[src/hw/rtl/erle_pkg.sv]
`timescale 1ns / 1ps

package erle_pkg;

  localparam logic [7:0] ESC_BYTE = 8'h81;

  localparam logic [1:0] CMD_START = 2'd0;
  localparam logic [1:0] CMD_DATA  = 2'd1;
  localparam logic [1:0] CMD_PAD   = 2'd2;
  localparam logic [1:0] CMD_NONE  = 2'd3;

  localparam logic [1:0] MODE_IDLE     = 2'd0;
  localparam logic [1:0] MODE_BETWEEN  = 2'd1;
  localparam logic [1:0] MODE_ENCODING = 2'd2;

  localparam logic REG_SOURCE_ROW_BYTES = 1'b0;
  localparam logic REG_SOURCE_ROWS      = 1'b1;

  localparam logic [13:0] ROW_BYTES_RESET = 14'd80;
  localparam logic [15:0] ROWS_RESET      = 16'd400;
  localparam logic [13:0] ROW_BYTES_MAX   = 14'd8192;
  localparam logic [15:0] ROW_COUNT_MAX   = 16'hffff;
  localparam logic [6:0]  EXTRA_MAX       = 7'd127;

  localparam int QUEUE_DEPTH = 4;

  typedef struct packed {
    logic [1:0] command;
    logic [7:0] data_byte;
  } src_item_t;

  typedef struct packed {
    logic [7:0] out_byte;
    logic       last_of_burst;
    logic       image_done;
  } enc_item_t;

  // One token expands to one to three bytes: an escape sequence
  // (0x81, extra, value, or the two-byte header) or literal copies.
  typedef struct packed {
    logic       esc;
    logic [1:0] len;
    logic [6:0] extra;
    logic [7:0] value;
  } token_t;

  typedef struct packed {
    token_t [2:0] tok;
    logic [1:0]   ntok;
    logic         done;
  } entry_t;

  function automatic token_t run_token(input logic [7:0] value, input logic [6:0] extra);
    token_t t;
    t.value = value;
    t.extra = extra;
    if (extra >= 7'd2 || value == ESC_BYTE) begin
      t.esc = 1'b1;
      t.len = 2'd3;
    end else begin
      t.esc = 1'b0;
      t.len = extra[0] ? 2'd2 : 2'd1;
    end
    return t;
  endfunction

  function automatic token_t pad_token(input logic [6:0] extra);
    token_t t;
    t.esc   = 1'b1;
    t.len   = 2'd3;
    t.extra = extra;
    t.value = 8'h00;
    return t;
  endfunction

  function automatic token_t header_token();
    token_t t;
    t.esc   = 1'b1;
    t.len   = 2'd2;
    t.extra = 7'd0;
    t.value = 8'h00;
    return t;
  endfunction

endpackage

[src/hw/rtl/erle_front.sv]
`timescale 1ns / 1ps

module erle_front #(
  parameter int DEST_ROW_BYTES = 80,
  parameter int DEST_ROWS      = 400,
  parameter int DW             = 9
) (
  input  logic                clk,
  input  logic                rst,
  input  logic                src_valid,
  output logic                src_stall,
  input  erle_pkg::src_item_t src_item,
  input  logic [13:0]         row_bytes,
  input  logic [15:0]         rows,
  output logic                push,
  output erle_pkg::entry_t    push_entry,
  input  logic                full
);

  logic [1:0]    coding_mode, coding_mode_next;
  logic [7:0]    run_value, run_value_next;
  logic [6:0]    run_extra, run_extra_next;
  logic [12:0]   column_count, column_count_next;
  logic [15:0]   source_row_count, source_row_count_next;
  logic [DW-1:0] dest_row_count, dest_row_count_next;

  logic          accept;
  logic [13:0]   sw;
  logic [13:0]   minw;
  logic [13:0]   col_inc;
  logic [1:0]    mode_eff;
  logic [1:0]    n;
  erle_pkg::entry_t entry;

  assign src_stall = full;
  assign accept    = src_valid && !full;

  always_comb begin
    if (row_bytes == 14'd0) begin
      sw = 14'd1;
    end else if (row_bytes > erle_pkg::ROW_BYTES_MAX) begin
      sw = erle_pkg::ROW_BYTES_MAX;
    end else begin
      sw = row_bytes;
    end
    minw    = (sw < 14'(DEST_ROW_BYTES)) ? sw : 14'(DEST_ROW_BYTES);
    col_inc = {1'b0, column_count} + 14'd1;
  end

  always_comb begin
    coding_mode_next      = coding_mode;
    run_value_next        = run_value;
    run_extra_next        = run_extra;
    column_count_next     = column_count;
    source_row_count_next = source_row_count;
    dest_row_count_next   = dest_row_count;
    mode_eff              = coding_mode;
    n                     = 2'd0;
    entry                 = '0;
    unique case (src_item.command)
      erle_pkg::CMD_START: begin
        entry.tok[0]          = erle_pkg::header_token();
        n                     = 2'd1;
        run_value_next        = 8'h00;
        run_extra_next        = 7'd0;
        column_count_next     = 13'd0;
        source_row_count_next = 16'd0;
        dest_row_count_next   = '0;
        coding_mode_next      = erle_pkg::MODE_BETWEEN;
      end
      erle_pkg::CMD_DATA: begin
        if (coding_mode != erle_pkg::MODE_IDLE && source_row_count < rows) begin
          if (column_count == 13'd0) begin
            mode_eff = (dest_row_count < DW'(DEST_ROWS)) ? erle_pkg::MODE_ENCODING
                                                         : erle_pkg::MODE_BETWEEN;
          end
          coding_mode_next = mode_eff;
          if (mode_eff == erle_pkg::MODE_ENCODING) begin
            if (column_count == 13'd0) begin
              run_value_next = src_item.data_byte;
              run_extra_next = 7'd0;
            end else if (src_item.data_byte == run_value &&
                         run_extra != erle_pkg::EXTRA_MAX) begin
              run_extra_next = run_extra + 7'd1;
            end else begin
              entry.tok[n]   = erle_pkg::run_token(run_value, run_extra);
              n              = n + 2'd1;
              run_value_next = src_item.data_byte;
              run_extra_next = 7'd0;
            end
            if (col_inc >= minw) begin
              entry.tok[n] = erle_pkg::run_token(run_value_next, run_extra_next);
              n            = n + 2'd1;
              if (sw < 14'(DEST_ROW_BYTES)) begin
                entry.tok[n] = erle_pkg::pad_token(
                  7'(14'(DEST_ROW_BYTES) - sw - 14'd1));
                n = n + 2'd1;
              end
              dest_row_count_next = dest_row_count + DW'(1);
              entry.done          = (dest_row_count_next == DW'(DEST_ROWS));
              coding_mode_next    = erle_pkg::MODE_BETWEEN;
            end
          end
          if (col_inc >= sw) begin
            column_count_next = 13'd0;
            if (source_row_count != erle_pkg::ROW_COUNT_MAX) begin
              source_row_count_next = source_row_count + 16'd1;
            end
          end else begin
            column_count_next = col_inc[12:0];
          end
        end
      end
      erle_pkg::CMD_PAD: begin
        if (coding_mode == erle_pkg::MODE_BETWEEN && column_count == 13'd0 &&
            dest_row_count < DW'(DEST_ROWS)) begin
          entry.tok[0]        = erle_pkg::pad_token(7'(DEST_ROW_BYTES - 1));
          n                   = 2'd1;
          dest_row_count_next = dest_row_count + DW'(1);
          entry.done          = (dest_row_count_next == DW'(DEST_ROWS));
        end
      end
      erle_pkg::CMD_NONE: begin
      end
      default: begin
      end
    endcase
    entry.ntok = n;
  end

  assign push       = accept && (n != 2'd0);
  assign push_entry = entry;

  always_ff @(posedge clk) begin
    if (rst) begin
      coding_mode      <= erle_pkg::MODE_IDLE;
      run_value        <= 8'h00;
      run_extra        <= 7'd0;
      column_count     <= 13'd0;
      source_row_count <= 16'd0;
      dest_row_count   <= '0;
    end else if (accept) begin
      coding_mode      <= coding_mode_next;
      run_value        <= run_value_next;
      run_extra        <= run_extra_next;
      column_count     <= column_count_next;
      source_row_count <= source_row_count_next;
      dest_row_count   <= dest_row_count_next;
    end
  end

endmodule

[src/hw/rtl/erle_queue.sv]
`timescale 1ns / 1ps

module erle_queue (
  input  logic             clk,
  input  logic             rst,
  input  logic             push,
  input  erle_pkg::entry_t push_entry,
  output logic             full,
  input  logic             pop,
  output logic             empty,
  output erle_pkg::entry_t head
);

  localparam int AW = $clog2(erle_pkg::QUEUE_DEPTH);

  erle_pkg::entry_t mem [erle_pkg::QUEUE_DEPTH];
  logic [AW-1:0]    wr_ptr;
  logic [AW-1:0]    rd_ptr;
  logic [AW:0]      count;

  assign full  = (count == (AW + 1)'(erle_pkg::QUEUE_DEPTH));
  assign empty = (count == '0);
  assign head  = mem[rd_ptr];

  always_ff @(posedge clk) begin
    if (push) begin
      mem[wr_ptr] <= push_entry;
    end
  end

  always_ff @(posedge clk) begin
    if (rst) begin
      wr_ptr <= '0;
      rd_ptr <= '0;
      count  <= '0;
    end else begin
      if (push) begin
        wr_ptr <= wr_ptr + AW'(1);
      end
      if (pop) begin
        rd_ptr <= rd_ptr + AW'(1);
      end
      if (push && !pop) begin
        count <= count + (AW + 1)'(1);
      end else if (pop && !push) begin
        count <= count - (AW + 1)'(1);
      end
    end
  end

endmodule

[src/hw/rtl/erle_back.sv]
`timescale 1ns / 1ps

module erle_back (
  input  logic                clk,
  input  logic                rst,
  input  logic                empty,
  input  erle_pkg::entry_t    head,
  output logic                pop,
  output logic                enc_valid,
  input  logic                enc_stall,
  output erle_pkg::enc_item_t enc_item
);

  logic [1:0]        slot;
  logic [1:0]        kidx;
  erle_pkg::token_t  tok;
  logic [7:0]        cur_byte;
  logic              last_tok;
  logic              last_item;
  logic              load;

  assign tok       = head.tok[slot];
  assign last_tok  = (kidx == tok.len - 2'd1);
  assign last_item = last_tok && (slot == head.ntok - 2'd1);
  assign load      = !empty && (!enc_valid || !enc_stall);
  assign pop       = load && last_item;

  always_comb begin
    cur_byte = tok.value;
    if (tok.esc) begin
      unique case (kidx)
        2'd0:    cur_byte = erle_pkg::ESC_BYTE;
        2'd1:    cur_byte = {1'b0, tok.extra};
        default: cur_byte = tok.value;
      endcase
    end
  end

  always_ff @(posedge clk) begin
    if (rst) begin
      slot      <= 2'd0;
      kidx      <= 2'd0;
      enc_valid <= 1'b0;
    end else begin
      if (load) begin
        enc_valid <= 1'b1;
        if (last_tok) begin
          kidx <= 2'd0;
          slot <= last_item ? 2'd0 : slot + 2'd1;
        end else begin
          kidx <= kidx + 2'd1;
        end
      end else if (!enc_stall) begin
        enc_valid <= 1'b0;
      end
    end
  end

  always_ff @(posedge clk) begin
    if (load) begin
      enc_item.out_byte      <= cur_byte;
      enc_item.last_of_burst <= last_item;
      enc_item.image_done    <= last_item && head.done;
    end
  end

endmodule

[src/hw/rtl/escape_rle_mono_row_encoder.sv]
`timescale 1ns / 1ps

// Channel   Direction  Handshake             Payload
// src       in         src_valid/src_stall   erle_pkg::src_item_t
// enc       out        enc_valid/enc_stall   erle_pkg::enc_item_t
// apb       in         psel/penable/pready   two 32-bit registers
//
// One source item is taken each cycle while the four-entry token queue has room.
// An item turns into zero to nine bytes, which leave at one byte a cycle unless
// the output stalls, so the byte output stage sets the sustained rate. Reset is
// synchronous and leaves both channels empty with the encoder idle until a start
// command. A stall on the output backs up the queue before it stalls the source.
module escape_rle_mono_row_encoder #(
  parameter int DEST_ROW_BYTES = 80,
  parameter int DEST_ROWS      = 400
) (
  input  logic                clk,
  input  logic                rst,
  input  logic                src_valid,
  output logic                src_stall,
  input  erle_pkg::src_item_t src_item,
  output logic                enc_valid,
  input  logic                enc_stall,
  output erle_pkg::enc_item_t enc_item,
  input  logic                psel,
  input  logic                penable,
  input  logic                pwrite,
  input  logic [2:0]          paddr,
  input  logic [31:0]         pwdata,
  output logic [31:0]         prdata,
  output logic                pready
);

  localparam int DW = $clog2(DEST_ROWS + 1);

  logic [13:0]      row_bytes;
  logic [15:0]      rows;
  logic             push;
  logic             full;
  logic             pop;
  logic             empty;
  erle_pkg::entry_t push_entry;
  erle_pkg::entry_t head;

  assign pready = 1'b1;

  always_ff @(posedge clk) begin
    if (rst) begin
      row_bytes <= erle_pkg::ROW_BYTES_RESET;
      rows      <= erle_pkg::ROWS_RESET;
    end else if (psel && penable && pwrite) begin
      if (paddr[2] == erle_pkg::REG_SOURCE_ROW_BYTES) begin
        row_bytes <= pwdata[13:0];
      end else begin
        rows <= pwdata[15:0];
      end
    end
  end

  always_comb begin
    if (paddr[2] == erle_pkg::REG_SOURCE_ROW_BYTES) begin
      prdata = {18'd0, row_bytes};
    end else begin
      prdata = {16'd0, rows};
    end
  end

  erle_front #(
    .DEST_ROW_BYTES(DEST_ROW_BYTES),
    .DEST_ROWS     (DEST_ROWS),
    .DW            (DW)
  ) u_front (
    .clk       (clk),
    .rst       (rst),
    .src_valid (src_valid),
    .src_stall (src_stall),
    .src_item  (src_item),
    .row_bytes (row_bytes),
    .rows      (rows),
    .push      (push),
    .push_entry(push_entry),
    .full      (full)
  );

  erle_queue u_queue (
    .clk       (clk),
    .rst       (rst),
    .push      (push),
    .push_entry(push_entry),
    .full      (full),
    .pop       (pop),
    .empty     (empty),
    .head      (head)
  );

  erle_back u_back (
    .clk      (clk),
    .rst      (rst),
    .empty    (empty),
    .head     (head),
    .pop      (pop),
    .enc_valid(enc_valid),
    .enc_stall(enc_stall),
    .enc_item (enc_item)
  );

endmodule

[config.mk]
export PLATFORM = sky130hd
export DESIGN_NAME = escape_rle_mono_row_encoder
export DESIGN_NICKNAME = d
export VERILOG_FILES = /design/src/hw/rtl/erle_pkg.sv /design/src/hw/rtl/erle_front.sv /design/src/hw/rtl/erle_queue.sv /design/src/hw/rtl/erle_back.sv /design/src/hw/rtl/escape_rle_mono_row_encoder.sv
export SDC_FILE = /design/constraint.sdc
export NUM_CORES = 1
export LEC_CHECK = 0
export BUFFER_PORTS_ARGS = -buffer_cell sky130_fd_sc_hd__buf_2
export CORE_MARGIN = 5
export CORE_UTILIZATION = 40
export CTS_CLUSTER_SIZE = 20
export DETAILED_ROUTE_END_ITERATION = 10
export GPL_TIMING_DRIVEN = 0
export HOLD_SLACK_MARGIN = 0.12
export SYNTH_ARGS = -nofsm -noshare
export SYNTH_HDL_FRONTEND = slang
export SYNTH_SLANG_ARGS = --single-unit
[constraint.sdc]
create_clock -name clk -period 5.65 [get_ports clk]
set_input_delay 0.2825 -clock clk [delete_from_list [all_inputs] [get_ports clk]]
set_output_delay 0.2825 -clock clk [all_outputs]
set_load 0.03 [all_outputs]
==> results.md, run 1 <==
* Post-DRT Antenna Nets at 0
* First-pass GRT wire length at between 50000 and 60000 µm
* DP HPWL at around 26000 µm
* Cell Area, Synth at 14500 µm²
* Min-delay src: penable
* Worst slew pin tran at about 0.86 ns
* M1 WL at between 15000 and 20000 µm
* Drt wl/cell at approximately 19 µm
* WL final at between 30000 and 40000 µm
* Netlist cell types at 72
* DRC errors left at 0
* Initial antenna violation count at 0
* 1st-iter DRT viols at ~530
* Post-synthesis cell count at 1218
* End-of-flow core utilization at roughly 47%
* Crit path DAT at ~5.7 ns
* Diode count at 0
* Worst-path clk slew at 0.06 ns
* Async set-reset flop share out of synthesis at 0%
* Vias/cell at 5.40
* Leak at 6.26 nW
* Die area at approximately 40000 µm²
* Placer Congestion at approximately 0.88
* Setup bufs post-CTS at 0
* Commonest non-fill, non-tap cells in the layout: 198 x edfxtp_1, 121 x nand2_1, 98 x dfxtp_1, 94 x nor2_1
* Period utilization at 92.2%
* R2R Path Start: row_bytes[13]
* Slew Limit Fails at 0
* RSZ-0062 raised after global routing: no
* Die height at about 200 µm
* Dpl ws at -0.147 ns
* Hold Path Class: in2reg
* Top_reg_cell synth: edfxtp_1
* Warnings from Yosys at 0
* WP data required at approximately 6 ns
* Largest net degree at the start of global routing at 34
* Fill cells at approximately 3200
* RR Endpoint: u_queue.count[2]
* Post-synth EDFFs at a little under 200
* Setup Skew at slightly above 0.02 ns
* Max Used Layer: met4
* Max-slew headroom at 42.6%
* Syn avg cell area at between 10 and 15 µm²
* Hold path depth at 5
* Starting Density at approximately two fifths
* Hold Path End: row_bytes[5]
* Sequential element share of the synthesized area at a little over half
* Setup TNS Final at 0 ns
* DR vias at about 10000
* Core Rows at between 60 and 70
* CTS Buf Count at 35
* Critical Path, Cell by Cell: inv_1 -> clkbuf_1 -> nand2_1 -> ha_1 -> nor2b_1 -> nor3_4 -> inv_1 -> nor3_1 -> ha_1 -> nand2b_1 -> a21oi_1 -> o21ai_0 -> a211o_1 -> a41o_1 -> a21oi_2 -> ha_1 -> inv_1 -> fa_1 -> xor2_1 -> or3_1 -> a21oi_1
* VDD IR max at between 0.2 and 0.25 mV
* Final WS setup at 0.439 ns
* Met2 WL at ~18000 µm
* Crit-path slowest cell: a211o_1
* Max Cap Viol at 0
* Met3 wire len at between 1000 and 1500 µm
* Final non-filler cell total at 1850
* Power density cells at 289 nW/µm²
* Max stage delay on crit path at approximately 0.44 ns
* Final Hold Viols at 0
* Crit end category: flip-flop
* Crit-path max FO at 10
* Final #Nets at around 1500
* TritonCTS Sinks at ~300
* Die Width at between 200 and 250 µm
* Worst R2R Setup Slack at ~0.44 ns
* Number of global-route vias before repair at 10200
* Number of synthesized register bits at between 200 and 300
* CTS HTree Levels at 2
* Total gr overflow at 0
* TritonCTS clock tree: done
* CP delay by family, top: compound AO/OA/AOI/OAI gates
* Worst Reg-to-Reg Cells at 21
* Input/output buffers at 59
* Number of detailed-route iterations in the first pass at 5
* Run status: complete, no violations
* Fmax at about 190 MHz
* Synth-to-layout area growth at 16.7%
* Core footprint at 35700 µm²
* # setup viols final at 0
* Gr usage total at roughly 18%
* Share of cells above drive strength 1 at between 10% and 20%
* Critical Path Start Type: flip-flop
* Placed cells at 1765
* Post-layout min period at around 5.2 ns
* Clock buffer depth at 3
* Clk root buf: clkbuf_16
* Most common cell after layout, fill and taps aside: edfxtp_1
* Crit path kind: reg2reg
* # IOs at between 90 and 100
* Worst-skew pair later-pin latency at 0.52 ns
* Worst Path Buf+Inv at 4
-- Yosys cell counts (all sizes together) (5+ instances only) --
master	instances	area, µm²
mux2i	25	250
nand4	15	93.8
a211o	8	70.1
clkbuf	31	116
xnor2	27	236
o21a	5	37.5
a22oi	12	90.1
and2	19	119
or3	8	50.1
a21o	18	135
nand2	122	460
nor2	95	359
a22o	8	70.1
nor4b	6	58.8
ha	64	801
dfxtp	99	1980
nor4	14	103
nor3	21	121
a21oi	73	373
and3	21	131
buf	35	214
o21ai	32	160
inv	47	176
xor2	11	96.3
a211oi	5	37.5
mux4	46	1040
nand3	39	195
nand2b	13	81.3
a32o	8	80.1
nor3b	8	60.1
o22ai	6	37.5
edfxtp	198	5950
nor2b	7	43.8
or2	5	31.3
a31oi	10	68.8
mux2	14	158
-- tightest hold or removal path, stage by stage --
cell     delay [ns]
buf_2          0.10
nand3_1        0.10
nor2_1         0.10
nand2_1        0.08
a21oi_1        0.05
-- metal layers --
metal,global-route usage [%],up-vias
li1,-,4811
met4,5.23,0
met2,31.2,221
met1,23.1,4891
met5,0,-
met3,2.30,58
-- per-stage QoR --
step | hold slack [ns] | instance area (µm²) | total power, mW
4_1_cts | 0.231 | 16900 | 4.91
5_1_grt | 0.284 | 16900 | 5.04
6_report | 0.242 | 16900 | 4.87
3_5_place_dp | 0.446 | 15500 | 2.75
3_3_place_gp | 0.445 | 15400 | 2.75
2_1_floorplan | 0.407 | 14500 | 2.64
-- sequential cells by signal (all words and copies together), names as in the netlist, named ones only --
register                  count
u_back.enc_valid              1
u_back.enc_item              10
rows                         16
u_front.source_row_count     16
u_front.run_value             8
u_back.kidx                   2
u_queue.wr_ptr                2
u_queue.mem                 188
row_bytes                    14
u_back.slot                   2
u_front.run_extra             7
u_front.coding_mode           2
u_front.column_count         13
u_front.dest_row_count        9
u_queue.rd_ptr                2
u_queue.count                 3
-- worst max-delay path by stage --
stage                  start                 end  slack [ns]  cells after the start
2_1_floorplan  row_bytes[13]   u_queue.mem[1][0]        0.71                     17
3_3_place_gp   row_bytes[13]  u_queue.mem[3][21]       -1.22                     17
3_5_place_dp   row_bytes[13]  u_queue.mem[0][21]       -0.15                     18
4_1_cts        row_bytes[13]    u_queue.count[2]        0.08                     22
5_1_grt        row_bytes[13]    u_queue.count[2]       0.006                     21
6_report       row_bytes[13]    u_queue.count[2]        0.44                     21
-- cells by family (layout without fill, tap and decap cells) --
| family | Yosys count | after routing | synth area share (%) |
|---|---|---|---|
| other | 2 | 24 | 0.0520 |
| buffers and inverters | 114 | 263 | 3.53 |
| xor gates and xnor gates | 38 | 38 | 2.30 |
| AOI/OAI and AO/OA | 217 | 217 | 9.99 |
| adders and majority gates | 65 | 65 | 5.68 |
| muxes | 85 | 85 | 9.99 |
| and+or+nand+nor | 400 | 400 | 13.6 |
| DFF | 297 | 297 | 54.9 |
-- area by class of cell --
cell class	count	area [µm²]	share of cell area [%]
clock buffer	50	952	5.65
multi-input combinational	829	6110	36.3
sequential	297	7930	47.0
timing repair buffer	89	643	3.81
tap	461	577	3.42
clock inverter	11	141	0.838
inverter	48	180	1.07
buffer	65	327	1.94
-- where the power goes --
part / switching [mW] / internal [mW] / leakage [nW]
Combinational: 0.237 / 0.129 / 3.12
Clock: 0.870 / 1.27 / 0.529
Sequential: 0.0190 / 2.34 / 2.61
Total: 1.13 / 3.74 / 6.26
-- what timing repair did --
item	CTS	global route
hold endpoints to repair	39	0
setup endpoints to repair	87	160
cloned	0	0
hold buffers	25	0
gates resized for setup	1	2
(Power assumes the default switching activity.)
==> run 2, diff against run 1 <==
- CORE_UTILIZATION: 40 -> 45
- SKIP_LAST_GASP: not set -> 1
==> run 2 against run 1 <==
Against the previous run:
- critical path depth did not move
- die area fell by 11%
- sequential share of layout area fell by 0.059 points
- register-to-register slack improved by 0.03 ns
- flip-flop and latch count did not move
- sequential power barely moved
- clock power rose by 8%
- final area rose by 0.13%
- combinational power fell by 1%
- worst hold slack improved by 0.021 ns
- non-clock buffer count did not move
- power rose by 3.5%
- critical endpoint unchanged
- largest power group unchanged
==> results.md, run 2 (synthesized netlist as in run 1, its figures left out) <==
* Worst-path clk slew at about 0.060 ns
* Largest Register: u_queue.mem
* Number of global-route vias before repair at approximately 10000
* Fill cells at 2717
* 1st-iter DRT viols at 636
* Fmax at 193 MHz
* Combinational Power Share at under 10%
* TritonCTS clock tree: done
* Core footprint at 31600 µm²
* PnR Total Power at approximately 5 mW
* WP data required at about 6.1 ns
* Die Width at around 190 µm
* Final #Nets at ~1500
* Synth-to-layout area growth at 16.8%
* Placed cells at between 1500 and 2000
* Dpl cell area at between 15000 and 20000 µm²
* DR vias at between 9000 and 10000
* Max stage delay on crit path at 0.46 ns
* Hold Path Class: in2reg
* Die height at 189 µm
* Input/output buffers at 59
* Max-slew headroom at ~44%
* WL final at around 35000 µm
* Crit path kind: reg2reg
* CTS HTree Levels at 2
* Share of cells above drive strength 1 at around 16%
* Core Rows at 65
* Final non-filler cell total at 1792
* Final Hold Viols at 0
* Sw frac at approximately 22%
* Starting Density at between 40% and 50%
* Commonest non-fill, non-tap cells in the layout: 198 x edfxtp_1, 121 x nand2_1, 98 x dfxtp_1, 94 x nor2_1
* Max reg flops at 188
* Setup Skew at ~0.018 ns
* # setup viols final at 0
* Share of power burned in the clock network at 46.0%
* Register share of total power at a little under half
* Gr usage total at around 20%
* Worst Path Buf+Inv at 4
* Crit-path slowest cell: a211o_1
* Run status: complete, no violations
* Register area at ~7900 µm²
* Clk root buf: clkbuf_16
* Post-layout min period at approximately 5.2 ns
* Drt wl/cell at a little under 20 µm
* Setup TNS Final at 0 ns
* Critical Path Start Type: flip-flop
* Worst slew pin tran at 0.842 ns
* CTS Buf Count at 34
* Fin area at 16900 µm²
* Largest net degree at the start of global routing at 33
* Max Cap Viol at 0
* CP delay by family, top: compound AO/OA/AOI/OAI gates
* Placer Congestion at 0.861
* Die area at ~36000 µm²
* DRC errors left at 0
* Clock buffer depth at 3
* Post-DRT Antenna Nets at 0
* Slew Limit Fails at 0
* Crit path DAT at roughly 5.6 ns
* Most common cell after layout, fill and taps aside: edfxtp_1
* Diode count at 0
* Period utilization at 91.6%
* RSZ-0062 raised after global routing: no
* Internal Pwr Total at 3.92 mW
* Multi-input gate area in the final layout at approximately 6000 µm²
* DP HPWL at between 20000 and 30000 µm
* Power density cells at between 200 and 300 nW/µm²
* Initial antenna violation count at 0
* First-pass GRT wire length at around 56000 µm
* Number of detailed-route iterations in the first pass at 5
* Setup bufs post-CTS at 0
* Largest registers: u_queue.mem x188, rows x16, u_front.source_row_count x16
* Crit-path max FO at 10
* Net load switching power at roughly 1.1 mW
* TritonCTS Sinks at a little under 300
* Crit end category: flip-flop
* Leak at 6.31 nW
* Total gr overflow at 0
* VDD IR max at 0.214 mV
* Critical Path, Cell by Cell: inv_1 -> clkbuf_1 -> nand2_1 -> ha_1 -> nor2b_1 -> nor3_4 -> inv_1 -> a21oi_1 -> ha_1 -> o21a_1 -> a21oi_1 -> o21ai_0 -> a211o_1 -> a41o_1 -> a21oi_2 -> ha_1 -> inv_1 -> fa_1 -> xor2_1 -> or3_1 -> a21oi_1
* Vias/cell at ~5.5
* Worst-skew pair later-pin latency at ~0.51 ns
* # IOs at 97
[run 2: path summary, 6_finish.rpt]
| path | start | end | slack (ns) | cells past startpoint |
|---|---|---|---|---|
| max reg2reg | row_bytes[13] | u_queue.count[2] | 0.47 | 21 |
| min | penable | row_bytes[8] | 0.26 | 5 |
| max | row_bytes[13] | u_queue.count[2] | 0.47 | 21 |
| min reg2reg | rows[15] | rows[15] | 0.45 | 2 |
[run 2: power groups by stage]
stage / combinational, mW / clock (mW) / sequential (mW)
after floorplan: 0.216 / 0 / 2.42
after global placement: 0.341 / 0 / 2.40
after detailed placement: 0.346 / 0 / 2.40
after CTS: 0.362 / 2.36 / 2.36
after global routing: 0.394 / 2.46 / 2.36
final: 0.361 / 2.32 / 2.36
[run 2: repair_timing]
item	4_1_cts	5_1_grt
hold endpoints to repair	39	0
setup endpoints to repair	114	132
gates resized for setup	1	2
cloned	0	0
hold buffers	25	0
[run 2: cell type report]
class                           instances  share of cell area (%)
Buffer                                 65                    1.93
Multi-Input combinational cell        829                    36.2
Timing Repair Buffer                   89                    3.76
Sequential cell                       297                    47.0
Clock inverter                         20                    1.56
Tap cell                              402                    2.98
Inverter                               48                    1.07
Clock buffer                           42                    5.52
[run 2: worst reg2reg max path: stages (launching register included)]
cell and delay, ns:
dfxtp_2 0.44, inv_1 0.15, clkbuf_1 0.23, nand2_1 0.18, ha_1 0.25, nor2b_1 0.10, nor3_4 0.28, inv_1 0.17
a21oi_1 0.18, ha_1 0.27, o21a_1 0.18, a21oi_1 0.13, o21ai_0 0.14, a211o_1 0.46, a41o_1 0.31, a21oi_2 0.33
ha_1 0.26, inv_1 0.06, fa_1 0.37, xor2_1 0.17, or3_1 0.31, a21oi_1 0.13
[run 2: metal layers]
layer	vias up	GRT usage, %	wire, µm
met5	-	0	0
met4	0	5.62	874
met3	57	3.04	1560
met2	229	33.8	17200
met1	4799	25.8	15400
li1	4814	-	-
[run 2: per-stage QoR]
stage | hold WS, ns | worst slack, ns | util (%)
2_1_floorplan | 0.407 | 0.706 | -
3_3_place_gp | 0.444 | -1.21 | 48.5
3_5_place_dp | 0.449 | -0.162 | 48.8
4_1_cts | 0.244 | 0.0546 | 53.4
5_1_grt | 0.307 | 0.0504 | 53.4
6_report | 0.263 | 0.473 | 53.4
==> run 3, diff against run 2 <==
- RECOVER_POWER: not set -> 50
==> run 3 against run 2 <==
Against the previous run:
- utilization shrank 0.21 points
- maximum frequency grew 0.17%
- setup slack better by 0.0088 ns
- global-route usage unchanged
- register-to-register slack is essentially flat
- non-clock buffer count is the same
- critical endpoint unchanged
- largest cell class unchanged
- highest routed layer unchanged
==> results.md, run 3 (synthesized netlist as in run 1, its figures left out) <==
* Largest net degree at the start of global routing at 33
* Worst-skew pair later-pin latency at 0.51 ns
* Number of global-route vias before repair at 9974
* Final WS setup at about 0.48 ns
* Total gr overflow at 0
* Fmax at between 150 and 200 MHz
* Register area at around 7900 µm²
* Dpl ws at -0.162 ns
* Final #Nets at 1481
* Register share of total power at roughly 47%
* M1 WL at between 15000 and 20000 µm
* WP data required at around 6 ns
* Period utilization at around nine tenths
* Leak at just over 6 nW
* Met2 WL at roughly 17000 µm
* Max-slew headroom at around 29%
* Worst-path clk slew at ~0.060 ns
* Core Rows at 65
* CP delay by family, top: compound AO/OA/AOI/OAI gates
* Core footprint at between 30000 and 40000 µm²
* Diode count at 0
* Crit-path slowest cell: a211o_1
* Internal Pwr Total at a little under 4 mW
* Post-DRT Antenna Nets at 0
* Number of detailed-route iterations in the first pass at 5
* Vias/cell at roughly 5.6
* Met3 wire len at roughly 1600 µm
* Clock buffer depth at 3
* # IOs at between 90 and 100
* Power density cells at 299 nW/µm²
* Worst slew pin tran at roughly 1.1 ns
* Crit path kind: reg2reg
* Setup TNS Final at 0 ns
* Crit-path max FO at 10
* Worst R2R Setup Slack at slightly below 0.5 ns
* Slew Limit Fails at 0
* Max Used Layer: met4
* Multi-input gate area in the final layout at 6090 µm²
* Combinational Power Share at 7.1%
* First-pass GRT wire length at roughly 56000 µm
* DRC errors left at 0
* # setup viols final at 0
* RSZ-0062 raised after global routing: no
* Worst Reg-to-Reg Cells at 21
* Max Cap Viol at 0
* End-of-flow core utilization at 53.2%
* Net load switching power at between 1 and 1.5 mW
* Largest Register: u_queue.mem
* Largest registers: u_queue.mem x188, rows x16, u_front.source_row_count x16
* Commonest non-fill, non-tap cells in the layout: 198 x edfxtp_1, 121 x nand2_1, 98 x dfxtp_1, 95 x nor2_1, 72 x a21oi_1
* Clk root buf: clkbuf_16
* CTS HTree Levels at 2
* Final Hold Viols at 0
* Worst Path Buf+Inv at 4
* 1st-iter DRT viols at roughly 690
* TritonCTS clock tree: done
* Placer Congestion at ~0.86
* Initial antenna violation count at 0
* Synth-to-layout area growth at 16.4%
* Gr usage total at about a fifth
* Input/output buffers at 59
* Crit path DAT at about 5.6 ns
* Hold Path Class: in2reg
* Share of cells above drive strength 1 at ~14%
* Critical Path Start Type: flip-flop
* Hold path depth at 5
* Sw frac at roughly 22%
* Crit end category: flip-flop
* Die height at 189 µm
* Share of power burned in the clock network at between 40 and 50%
* Post-layout min period at 5.17 ns
* Critical Path Stages at 21
* Most common cell after layout, fill and taps aside: edfxtp_1
* WL final at 35100 µm
* Starting Density at a little under half
* Setup Skew at about 0.017 ns
* Max reg flops at 188
* DR vias at just under 10000
* TritonCTS Sinks at about 300
* DP HPWL at between 20000 and 30000 µm
* VDD IR max at 0.214 mV
* CTS Buf Count at 34
* Die area at around 36000 µm²
* Run status: complete, no violations
* Drt wl/cell at slightly below 20 µm
* Fill cells at ~2700
* Die Width at around 190 µm
* Critical Path, Cell by Cell: inv_1 -> clkbuf_1 -> nand2_1 -> ha_1 -> nor2b_1 -> nor3_4 -> inv_1 -> a21oi_1 -> ha_1 -> o21a_1 -> a21oi_1 -> o21ai_0 -> a211o_1 -> a41o_1 -> a21oi_2 -> ha_1 -> inv_1 -> fa_1 -> xor2_1 -> or3_1 -> a21oi_1
* Max stage delay on crit path at about 0.46 ns
==> run 3: cell count changes in the layout (fill, tap and decap cells not counted), moves of 2 or more <==
cell      delta
and2_0      +10
and2_1      -10
nor3_1       +2
buf_2       -30
clkbuf_1    +36
buf_1        -5
==> run 3: area by class of cell <==
type | count | share of cell area (%)
Sequential cell | 297 | 47.1
Multi-Input combinational cell | 829 | 36.2
Clock buffer | 42 | 5.54
Timing Repair Buffer | 89 | 3.59
Tap cell | 402 | 2.99
Buffer | 65 | 1.89
Clock inverter | 20 | 1.57
Inverter | 48 | 1.07
==> run 3: repair_timing <==
action | in CTS | in global routing
resized for setup | 1 | 2
setup endpoints to repair | 114 | 132
endpoints found under the hold margin | 39 | 0
hold buffers | 25 | 0
buffers inserted | 0 | 0
==> run 3: through the flow <==
step / total power, mW / hold slack, ns / area, µm² / cells
CTS: 5.08 / 0.244 / 16900 / 1793
global placement: 2.74 / 0.444 / 15300 / 1701
detailed placement: 2.75 / 0.449 / 15400 / 1706
floorplan: 2.64 / 0.407 / 14500 / 1240
finish: 5.03 / 0.260 / 16800 / 1792
global route: 5.21 / 0.307 / 16800 / 1792
==> run 3: worst reg2reg max path, cell delays in order (launching register included) <==
cell      delay (ns)
dfxtp_2         0.44
inv_1           0.15
clkbuf_1        0.24
nand2_1         0.18
ha_1            0.24
nor2b_1         0.09
nor3_4          0.29
inv_1           0.17
a21oi_1         0.18
ha_1            0.27
o21a_1          0.18
a21oi_1         0.13
o21ai_0         0.15
a211o_1         0.46
a41o_1          0.31
a21oi_2         0.33
ha_1            0.26
inv_1           0.06
fa_1            0.37
xor2_1          0.17
or3_1           0.31
a21oi_1         0.13
==> run 3: final timing paths <==
kind / endpoint / from
setup / recovery: u_queue.count[2] / row_bytes[13]
hold / removal: row_bytes[8] / penable
setup reg to reg: u_queue.count[2] / row_bytes[13]
hold reg to reg: rows[15] / rows[15]
==> run 3: power groups by stage <==
stage	clock network [mW]	logic, mW	registers [mW]
after global placement	0	0.341	2.40
final	2.32	0.355	2.36
after global routing	2.46	0.388	2.36
after floorplan	0	0.216	2.42
after CTS	2.36	0.362	2.36
after detailed placement	0	0.346	2.40
==> run 3: layer usage <==
layer  up-vias  GRT usage [%]
met5         -              0
met2       252           33.8
met1      4833           25.8
li1       4806              -
met3        56           3.04
met4         0           5.62
